`config.mk`:
```
export PLATFORM = sky130hd
export DESIGN_NAME = ptw_ram
export DESIGN_NICKNAME = d
export VERILOG_FILES = /design/src/hw/rtl/ptw_ram.sv
export SDC_FILE = /design/constraint.sdc
export NUM_CORES = 1
export LEC_CHECK = 0
export BUFFER_PORTS_ARGS = -buffer_cell sky130_fd_sc_hd__buf_2
export CAP_MARGIN = 15
export CORE_ASPECT_RATIO = 0.6
export CORE_MARGIN = 2
export CORE_UTILIZATION = 57
export DETAILED_ROUTE_END_ITERATION = 10
export GPL_TIMING_DRIVEN = 0
export HOLD_SLACK_MARGIN = 0.1
export PLACE_DENSITY = 0.73
export RECOVER_POWER = 50
export SKIP_CTS_REPAIR_TIMING = 1
export SLEW_MARGIN = 0
export SYNTH_ARGS = -nofsm -noshare
export SYNTH_HDL_FRONTEND = slang
export SYNTH_SLANG_ARGS = --single-unit
export TNS_END_PERCENT = 50
```
`constraint.sdc`:
```
create_clock -name clock -period 3.5 [get_ports clock]
set_clock_uncertainty 0.05 [all_clocks]
set_input_delay 0.175 -clock clock [delete_from_list [all_inputs] [get_ports clock]]
set_output_delay 0.175 -clock clock [all_outputs]
set_load 0.02 [all_outputs]
```
`src/hw/rtl/ptw_ram.sv`:
```
// Generic single write port, single read port RAM with registered read data.
// Depends on nothing.
`default_nettype none

module ptw_ram #(
   parameter int WIDTH = 8,
   parameter int DEPTH = 16,
   localparam int ADDR_W = (DEPTH > 1) ? $clog2(DEPTH) : 1
) (
   input  wire logic              clock,
   input  wire logic              we,
   input  wire logic [ADDR_W-1:0] waddr,
   input  wire logic [WIDTH-1:0]  wdata,
   input  wire logic              re,
   input  wire logic [ADDR_W-1:0] raddr,
   output logic      [WIDTH-1:0]  rdata
);

   logic [WIDTH-1:0] mem [DEPTH];

   // write port and registered read port
   always_ff @(posedge clock) begin
      if (we) begin
         mem[waddr] <= wdata;
      end
      if (re) begin
         rdata <= mem[raddr];
      end
   end

endmodule

`default_nettype wire

```
==> flow_metrics.tcl, run 1 <==
set metrics [dict create \
    ctsLongestPathBuffers 2 \
    criticalPathCategory "reg -> reg" \
    yosysTopAreaCell "edfxtp_1" \
    grt_pass1_vias 2567 \
    cts_tree "done" \
    io_pins 27 \
    leakage_nw 1.99 \
    syn2layout_area_growth_pct 14.6 \
    cts_buffers 17 \
    p_per_area_mw_per_mm2 583 \
    die_w_um 128 \
    drt_wl_total_um 10000 \
    grt_max_degree 17 \
    crit_buf_inv 0 \
    finalMaxSlewViolations 0 \
    relSlewSlack_pct 43.8 \
    utilization_pct 66.2 \
    critical-path-top-delay-family "multiplexers" \
    fin_setup_tns_ns 0 \
    nNetsFinal 297 \
    synth_top_area_share_pct 78.1 \
    clockRootBuffer "clkbuf_16" \
    die_area_mm2 0.00998 \
    r2r-start "mem[15][7]$_DFFE_PP_" \
    worstPathRequired_ns 3.59 \
    fillers 604 \
    crit_path_end_kind "flop" \
    holdPathStages 2 \
    hold_end "mem[8][5]$_DFFE_PP_" \
    netlist_area_mm2 0.00523 \
    grt_pass1_wl_um 15400 \
    drt_iter0_markers 234 \
    worstHoldStart "waddr[0]" \
    cpPeakStageDelay_ns 0.53 \
    synthArstFlopShare_pct 0 \
    netlist_top_cells_area "edfxtp_1, mux4_2, mux4_1, a22oi_1, nor2_1" \
    cts.clk_slew.worst_paths_ns 0.05 \
    grt.overflow.total 0 \
    ant_nets 0 \
    hp-class "in -> reg" \
    place_hpwl_um 6620 \
    clk_latency_ns 0.41 \
    r2r_slack_ns 1.94 \
    synth_cell_types 18 \
    firstDrtPassIters 4 \
    synthesis.nets 248 \
    portBuffers 25 \
    syn_inst 229 \
    min_period_over_period_pct 44.6 \
    cpMaxStageDelayCell "mux4_2" \
    avgSynthCellArea_um2 22.8 \
    period_minus_slack_ns 1.56 \
    drc_errors 0 \
    worstPathCellList "mux4_2, a22oi_1, nand2_1" \
    fmax_mhz 640 \
    vias 2432 \
    worstRegToRegCells 3 \
    ys_seq_area_share_pct 78.1 \
    startpoint "mem[15][7]$_DFFE_PP_" \
    status "finished, final reports clean" \
    final_layout_size_suffix_gt1_share_pct 24.3 \
    crit_path_max_fanout 1 \
    hold_violations 0 \
    vias_per_cell 6.02 \
    ys_warn_count 0 \
    track_usage_pct 22.9 \
    ys.flop_type "edfxtp_1" \
    fp-row-count 27 \
    yosysMostFrequentCell "edfxtp_1" \
    die_h_um 78.2 \
    worst_setup_path_start_kind "flop" \
    reg2reg_to "rdata[7]$_DFFE_PP_" \
    cts_sinks 136 \
    rsz0062_at_grt "no" \
    drv_cap 0 \
    arrival_ns 1.65 \
    core-area_mm2 0.00905 \
    htree_levels 4 \
    n_antenna_cell 0 \
    synthTopCellsByCount "edfxtp_1, mux4_2, a22oi_1" \
    setup_viol 0 \
    place_congestion 0.716 \
    initial_utilization_pct 57.7 \
    avgRoutedWirePerCell_um 24.9 \
    worst_slew_pin_slew_ns 0.840 \
    max-vdd-ir-drop_v 0.000415 \
    grt_antenna_before_repair 0 \
    synth_edf_count 136 \
    synth-seq-cells 136 \
]
## worst max path at each step
| stage | end | slack, ns | cells after the start |
|---|---|---|---|
| 6_report | rdata[7]$_DFFE_PP_ | 1.94 | 3 |
| 4_1_cts | rdata[7]$_DFFE_PP_ | 1.91 | 3 |
| 3_5_place_dp | mem[0][6]$_DFFE_PP_ | 1.58 | 4 |
| 3_3_place_gp | mem[0][2]$_DFFE_PP_ | 1.26 | 3 |
| 2_1_floorplan | mem[0][0]$_DFFE_PP_ | 1.78 | 2 |
| 5_1_grt | rdata[3]$_DFFE_PP_ | 1.89 | 3 |
## flip-flops by register name, indices dropped and copies added, names as in the netlist
name	cells
mem	128
rdata	8
## where the power goes
part | internal, W | switching (W) | leakage, nW
Clock | 0.000878 | 0.000590 | 0.238
Sequential | 0.00184 | 0.00000875 | 1.24
Combinational | 0.0000703 | 0.000111 | 0.516
Total | 0.00279 | 0.000709 | 1.99
## cells in the final DEF, fill, tap and decap left out, drive strengths merged
cell / instances
clkdlybuf4s25: 3
nand3b: 2
or3b: 1
nand2b: 2
and2b: 1
nand2: 9
clkinv: 7
dlygate4sd3: 1
edfxtp: 136
nor2b: 1
and2: 1
clkbuf: 32
nand3: 1
nor2: 13
buf: 26
nor3: 4
mux4: 32
a22oi: 16
## kinds of logic (layout without fill, tap and decap cells)
group / after synthesis / after routing / synth area share, %
muxes: 32 / 32 / 14.8
AOI/OAI and AO/OA: 16 / 16 / 2.30
and+or+nand+nor: 35 / 35 / 3.14
buffers and inverters: 10 / 69 / 1.65
DFF: 136 / 136 / 78.1
## final cells by class
type                            count  area (um^2)  area share [%]
Sequential cell                   136         4080            68.2
Multi-Input combinational cell     83         1060            17.6
Clock buffer                       22          444            7.41
Tap cell                          116          145            2.42
Timing Repair Buffer               30          143            2.38
Buffer                             10         86.3            1.44
Clock inverter                      7         32.5           0.543
## stage by stage
stage / worst slack [ns] / total power [W] / std cells / area [um^2] / hold WS, ns
finish: 1.94 / 0.00350 / 404 / 5990 / 0.150
global route: 1.89 / 0.00361 / 404 / 5990 / 0.164
CTS: 1.91 / 0.00352 / 403 / 5990 / 0.0725
detailed placement: 1.58 / 0.00206 / 374 / 5520 / 0.498
global placement: 1.26 / 0.00206 / 370 / 5500 / 0.502
floorplan: 1.78 / 0.00198 / 229 / 5230 / 0.224
## layer usage
layer / up-vias / global-route usage [%] / wire length [um]
li1: 1076 / - / -
met1: 1265 / 34.6 / 4470
met2: 84 / 33.0 / 4600
met3: 7 / 6.75 / 934
met4: 0 / 6.59 / 44
met5: - / 0 / 0
Power figures use the tool's default switching activity.
==> run 2: changes to the inputs <==
clock period = 1.5 ns   (was 3.5 ns; I/O delays follow)
==> run 2 against run 1 <==
- utilization grew 1.7 points
- largest cell class unchanged
- highest routed layer unchanged
- design area up 2.5%
- fmax is 5.5% higher
- clock power is 140% higher
- global-route usage shrank 1.0 points
- wire length down 0.85%
- power grew 140%
- flip-flop and latch count unchanged
- cell count increased by 2.7%
- non-clock buffer count rose by 9
==> flow_metrics.tcl, run 2 (synthesis gave the netlist of run 1 again) <==
set metrics [dict create \
    fmax_mhz 675 \
    crit_path_max_fanout 1 \
    cts.clk_slew.worst_paths_ns 0.05 \
    grt_antenna_before_repair 0 \
    relSlewSlack_pct 36.5 \
    initial_utilization_pct 57.7 \
    max-vdd-ir-drop_v 0.00119 \
    drt_iter0_markers 330 \
    fin_area_mm2 0.00614 \
    ant_nets 0 \
    reg.largest.list "mem: 128 flops, rdata: 8 flops" \
    worstPathRequired_ns 1.59 \
    portBuffers 25 \
    firstDrtPassIters 5 \
    grt.overflow.total 0 \
    switching_share_pct 19.7 \
    post-place-ws_ns -0.415 \
    final_layout_size_suffix_gt1_share_pct 25.8 \
    cts_sinks 136 \
    clkPwrFrac_pct 43.1 \
    hold_slack_ns 0.0615 \
    p_sw_w 0.00164 \
    grt_max_degree 17 \
    drt_wl_total_um 9960 \
    p_per_area_mw_per_mm2 1360 \
    status "finished, final reports clean" \
    die_h_um 78.2 \
    utilization_pct 67.8 \
    hp-class "in -> reg" \
    htree_levels 4 \
    leakage_nw 2.03 \
    die_area_mm2 0.00998 \
    layout_commonest_cell "edfxtp_1" \
    drv_cap 0 \
    layout_common_cells "edfxtp_1, buf_2, mux4_2, clkbuf_16, clkbuf_1" \
    n_antenna_cell 0 \
    nNetsFinal 306 \
    setup_viol 0 \
    io_pins 27 \
    clockRootBuffer "clkbuf_16" \
    placed_cell_area_mm2 0.00552 \
    rsz0062_at_grt "yes" \
    grt_pass1_wl_um 14700 \
    setup_ws_ns 0.0180 \
    track_usage_pct 21.9 \
    place_hpwl_um 6350 \
    worst_setup_path_start_kind "flop" \
    cts_buffers 17 \
    criticalPathCategory "reg -> reg" \
    clk_latency_ns 0.41 \
    arrival_ns 1.57 \
    period_minus_slack_ns 1.48 \
    avgRoutedWirePerCell_um 24.0 \
    finalMaxSlewViolations 0 \
    ctsLongestPathBuffers 2 \
    cts_tree "done" \
    hold_violations 0 \
    power_frac_seq_pct 51.6 \
    drc_errors 0 \
    combPwrFrac_pct 5.3 \
    largest_reg_flops 128 \
    worst_slew_pin_slew_ns 0.949 \
    grt_pass1_vias 2401 \
    top_register "mem" \
    fillers 573 \
    core-area_mm2 0.00905 \
    syn2layout_area_growth_pct 17.5 \
    vias_per_cell 5.97 \
    place_congestion 0.766 \
    crit_path_end_kind "flop" \
    fin_setup_tns_ns 0 \
    vias 2476 \
    power.internal_w 0.00670 \
    fp-row-count 27 \
    die_w_um 128 \
    min_period_over_period_pct 98.8 \
]
run 2: through the flow:
step | cells | total power, W
6_report | 415 | 0.00835
5_1_grt | 415 | 0.00856
4_1_cts | 404 | 0.00837
3_5_place_dp | 373 | 0.00480
3_3_place_gp | 370 | 0.00478
2_1_floorplan | 229 | 0.00462
run 2: metal layers:
| metal | GRT usage [%] | routed length [um] | vias up |
|---|---|---|---|
| met5 | 0 | 0 | - |
| met4 | 9.23 | 150 | 0 |
| met3 | 6.34 | 666 | 14 |
| met2 | 30.0 | 4370 | 97 |
| met1 | 33.2 | 4770 | 1266 |
| li1 | - | - | 1099 |
run 2: final cells by class:
| class | instances | area [um^2] | area share (%) |
|---|---|---|---|
| plain buffers | 10 | 86.3 | 1.41 |
| multi-input cells | 83 | 1080 | 17.6 |
| clock buffers | 24 | 452 | 7.35 |
| clock inverters | 7 | 53.8 | 0.876 |
| flip-flops and latches | 136 | 4080 | 66.5 |
| well taps | 116 | 145 | 2.36 |
| repair buffers | 39 | 238 | 3.87 |
run 2: power groups by stage:
stage | Sequential [W] | Combinational [W] | Clock [W]
global placement | 0.00438 | 0.000405 | 0
global route | 0.00431 | 0.000475 | 0.00378
finish | 0.00431 | 0.000442 | 0.00360
CTS | 0.00430 | 0.000418 | 0.00364
floorplan | 0.00440 | 0.000216 | 0
detailed placement | 0.00438 | 0.000415 | 0
run 2: path summary, 6_finish.rpt:
kind | endpoint | startpoint | slack [ns] | cells past startpoint
setup / recovery | rdata[0]$_DFFE_PP_ | mem[2][0]$_DFFE_PP_ | 0.02 | 3
hold / removal | mem[8][6]$_DFFE_PP_ | waddr[0] | 0.06 | 2
setup reg to reg | rdata[0]$_DFFE_PP_ | mem[2][0]$_DFFE_PP_ | 0.02 | 3
hold reg to reg | rdata[3]$_DFFE_PP_ | mem[0][3]$_DFFE_PP_ | 0.71 | 3
run 2: worst max-delay path, stage by stage, from the launching register on:
cell	delay, ns
edfxtp_1	0.36
mux4_2	0.48
a22oi_2	0.21
nand2_1	0.11
